`src/rtl/uirb_pkg.sv`:
```
package uirb_pkg;

  typedef enum logic [1:0] {
    CMD_WRITE    = 2'd0,
    CMD_READ     = 2'd1,
    CMD_TX_READY = 2'd2,
    CMD_RX_BYTE  = 2'd3
  } cmd_t;

  typedef enum logic [2:0] {
    ST_QUEUED     = 3'd0,
    ST_TX_DROPPED = 3'd1,
    ST_READ_OK    = 3'd2,
    ST_RX_EMPTY   = 3'd3,
    ST_SENT       = 3'd4,
    ST_TX_IDLE    = 3'd5,
    ST_RX_DROPPED = 3'd6,
    ST_IGNORED    = 3'd7
  } status_t;

  typedef struct packed {
    cmd_t       cmd;
    logic [7:0] data;
    logic       last;
  } item_t;

  typedef struct packed {
    status_t    status;
    logic [7:0] byte_out;
    logic       notify;
    logic       tx_irq_enabled;
  } result_t;

  // Controller commands to the datapath
  typedef struct packed {
    logic load;
    logic exec;
  } ctrl_cmd_t;

endpackage

```
`src/rtl/uirb_ctrl.sv`:
```
module uirb_ctrl (
  input  logic                clk,
  input  logic                rst,
  input  logic                item_valid,
  output logic                item_ready,
  output logic                result_valid,
  input  logic                result_ready,
  output uirb_pkg::ctrl_cmd_t cmd
);

  typedef enum logic [1:0] {
    S_IDLE,
    S_EXEC,
    S_RESP
  } state_t;

  state_t state;

  assign cmd.load = item_valid && item_ready;
  assign cmd.exec = (state == S_EXEC);

  always_ff @(posedge clk) begin
    if (rst) begin
      state        <= S_IDLE;
      item_ready   <= 1'b1;
      result_valid <= 1'b0;
    end else begin
      case (state)
        S_IDLE: begin
          if (item_valid && item_ready) begin
            state      <= S_EXEC;
            item_ready <= 1'b0;
          end
        end
        S_EXEC: begin
          state        <= S_RESP;
          result_valid <= 1'b1;
        end
        S_RESP: begin
          if (result_ready) begin
            state        <= S_IDLE;
            result_valid <= 1'b0;
            item_ready   <= 1'b1;
          end
        end
        default: begin
          state        <= S_IDLE;
          item_ready   <= 1'b1;
          result_valid <= 1'b0;
        end
      endcase
    end
  end

endmodule

```
`config.mk`:
```
export PLATFORM = sky130hd
export DESIGN_NAME = uirb_ctrl
export DESIGN_NICKNAME = d
export VERILOG_FILES = /design/src/rtl/uirb_pkg.sv /design/src/rtl/uirb_ctrl.sv
export SDC_FILE = /design/constraint.sdc
export NUM_CORES = 1
export LEC_CHECK = 0
export BUFFER_PORTS_ARGS = -buffer_cell sky130_fd_sc_hd__buf_2
export CORE_AREA = 5 5 42 44
export CTS_CLUSTER_DIAMETER = 40
export DETAILED_ROUTE_END_ITERATION = 8
export DIE_AREA = 0 0 47 49
export PLACE_DENSITY = 0.33
export SYNTH_ARGS = -nofsm -noshare
export SYNTH_HDL_FRONTEND = slang
export SYNTH_SLANG_ARGS = --single-unit
```
`constraint.sdc`:
```
create_clock -name clk -period 1.2 [get_ports clk]
set_input_delay 0.06 -clock clk [delete_from_list [all_inputs] [get_ports clk]]
set_output_delay 0.06 -clock clk [all_outputs]
set_load 0.005 [all_outputs]
```
==> summary.txt <==
Status
  • Status: completed

Pwr
  • Leakage component of the power: 0.000113 uW
  • Worst IR Drop VDD: 0.360 mV
  • Power dissipated by switching net loads: 82.2 uW
  • Power per standard cell area: 1580 nW/um^2
  • Switching power as a share of total power: 22.5%
  • Internal Power: 283 uW
  • Share of total power in sequential cells: 42.3%
  • Part of the power in combinational logic: 12.2%
  • Share of power burned in the clock network: 45.5%
  • Post-route total power: 365 uW

Synthesis
  • Synthesized cell area: 153 sq um
  • Net count after synthesis: 19
  • Sequential-to-total area share from yosys stat: 52.5%
  • Yosys top cell by area: sky130_fd_sc_hd__dfxtp_1
  • Largest cells by area after synthesis: sky130_fd_sc_hd__dfxtp_1, sky130_fd_sc_hd__and2b_4, sky130_fd_sc_hd__o211a_1
  • Register bit count reported by yosys: 4
  • Avg Cell Area, Syn: 10.2 sq um
  • Number of unique standard cell types used by synthesis: 11
  • Top-area cell type share of the netlist area: 52.5%
  • Yosys warning total: 0
  • Mapped Cells: 15

Final layout
  • Fraction of the core area covered by cells at the end of the flow: 16.4%
  • Most common cell after layout, fill and taps aside: sky130_fd_sc_hd__buf_2
  • Commonest cells after routing, fill and taps aside: sky130_fd_sc_hd__buf_2, sky130_fd_sc_hd__dfxtp_1, sky130_fd_sc_hd__clkbuf_4, sky130_fd_sc_hd__nor2_1
  • Non-filler cells in the finished layout: 41
  • Proportion of layout cells with a drive suffix above 1: 44.0%
  • Number of nets in the finished design: 31
  • Antenna diodes: 0
  • Layout overhead on the synthesized area: 50.8%

Min path
  • Hold Path Origin: item_valid
  • Type of the worst min-delay path: in -> reg

CTS
  • TritonCTS Buffers: 3
  • Hold Buf Count CTS: 0
  • Clock buffer depth: 2
  • H-tree Lvls: 1
  • Worst-skew pair later-pin latency: 0.23 ns
  • Post-CTS repair timing setup buffer count: 0
  • Clock root buffer: sky130_fd_sc_hd__clkbuf_4
  • Sink count of the clock tree: 4
  • Clock tree from TritonCTS: yes
  • Clock transition at the registers of the reported paths: 0.04 ns
  • Post-cts sizing count: 0

Worst setup path
  • Setup crit end kind: output pin
  • Worst reg2reg startpoint: state[1]
  • Data arrival at the endpoint of the critical path: 0.89 ns
  • Worst EP required: 1.14 ns
  • Highest fanout seen on the critical path: 5
  • Critical path origin: state[0]
  • Critical Path Source Type: flip-flop
  • Startpoint-to-endpoint class of the critical path: reg -> out

Floorplan
  • Horizontal extent of the die: 47 um
  • Total core area: 1400 sq um
  • Initial core utilization: 10.9%
  • Top Ports: 8
  • Die H: 49 um
  • Die Footprint: 2300 sq um
  • FP Rows: 14

Routing
  • Met1 Wirelength: 206 um
  • Wirelength per Cell: 9.76 um
  • Total met2 wirelength after detailed routing: 129 um
  • Drt first-iter violations: 3
  • Highest signal layer in the routed design: met3
  • Count of nets left with antenna violations after detail routing: 0
  • Final wirelength: 400 um
  • Total DRC errors in the routed layout: 0
  • Number of vias in the routed layout: 146
  • Met3 routed wirelength: 64 um
  • Via density per instance: 3.56
  • Number of optimization iterations in the first detailed-route pass: 2

GRT
  • Global-route wire length before repair: 779 um
  • Final global-route overflow total: 0
  • Pin count of the biggest net entering global routing: 6
  • Number of global-route vias before repair: 184
  • Initial antenna violation count: 0
  • GRT Total Usage: 4.93%

Run
  • Total of max-cap violations: 0

Timing
  • Final Hold Violating Endpoints: 0
  • Final clock period utilization by the worst path: 79.6%
  • Transition time at the pin with the least slew margin: 0.202 ns
  • Setup Skew: 0.000867 ns
  • RSZ-0062 raised after global routing: false
  • Fin. max-slew vios: 0
  • Final count of negative-setup-slack endpoints: 0
  • Setup TNS after final layout: 0 ns
  • Worst slew slack as a fraction of its limit: 86.4%
  • Highest clock rate: 1.05 GHz
  • Final worst path period need: 0.955 ns
  • Final Hold Slack: 0.0438 ns

Place
  • Cell count after placement: 38
  • Half-perimeter wire length of the detailed placement result: 314 um
  • Count of port buffers added during placement: 7
  • Placer congestion estimate: 0.680
## cell families (layout without fill, tap and decap cells)
logic type             count (synthesis)  in the layout  share of synthesized area [%]
AOI/OAI and AO/OA                      4              4                           20.5
and+or+nand+nor                        6              6                           24.6
buffers and inverters                  1             11                           2.46
DFF                                    4              4                           52.5
## power groups by stage
stage	Combinational [uW]	Sequential (uW)	Clock, uW
2_1_floorplan	22.3	155	0
3_5_place_dp	45.4	156	0
3_3_place_gp	43.2	155	0
4_1_cts	45.3	154	175
5_1_grt	52.0	156	180
6_report	44.4	154	166
## final timing paths
check / depth (start not counted) / endpoint / slack, ns
hold / removal: 2 / item_ready / 0.04
setup reg to reg: 2 / state[1] / 0.38
setup / recovery: 2 / cmd[0] / 0.25
hold reg to reg: 1 / result_valid / 0.52
## sequential cells by signal, summed over array words and instances, names as in the netlist
register	flops
state	2
result_valid	1
item_ready	1
## worst max-delay path, cell delays in order, from the launching register on
cell and delay [ns]:
sky130_fd_sc_hd__dfxtp_1 0.39, sky130_fd_sc_hd__and2b_4 0.17, sky130_fd_sc_hd__buf_2 0.10
## final cells by class
class                      count  area, sq um
clock buffer                   3         22.5
fill                         167         1170
inverter                       1         3.75
multi-input combinational     10         68.8
sequential                     4         80.1
tap                           16         20.0
timing repair buffer           7         35.0
## Yosys cell counts
library cell and number:
sky130_fd_sc_hd__and2_1 1, sky130_fd_sc_hd__o21a_1 1, sky130_fd_sc_hd__a32oi_1 1, sky130_fd_sc_hd__dfxtp_1 4
sky130_fd_sc_hd__nor2_1 2, sky130_fd_sc_hd__o211a_1 1, sky130_fd_sc_hd__and2b_4 1, sky130_fd_sc_hd__o21ai_1 1
sky130_fd_sc_hd__nor3b_1 1, sky130_fd_sc_hd__and3_1 1, sky130_fd_sc_hd__inv_1 1
## layer usage
layer / GRT usage, % / up-vias
met3: 4.43 / 0
met1: 5.70 / 63
li1: - / 75
met5: 0 / -
met2: 5.20 / 8
met4: 4.15 / 0
## metrics by stage
stage | instance area, sq um | worst slack, ns
2_1_floorplan | 153 | 0.409
3_3_place_gp | 208 | 0.404
3_5_place_dp | 208 | 0.382
4_1_cts | 230 | 0.234
5_1_grt | 230 | 0.192
6_report | 230 | 0.245
Power figures use the tool's default switching activity.
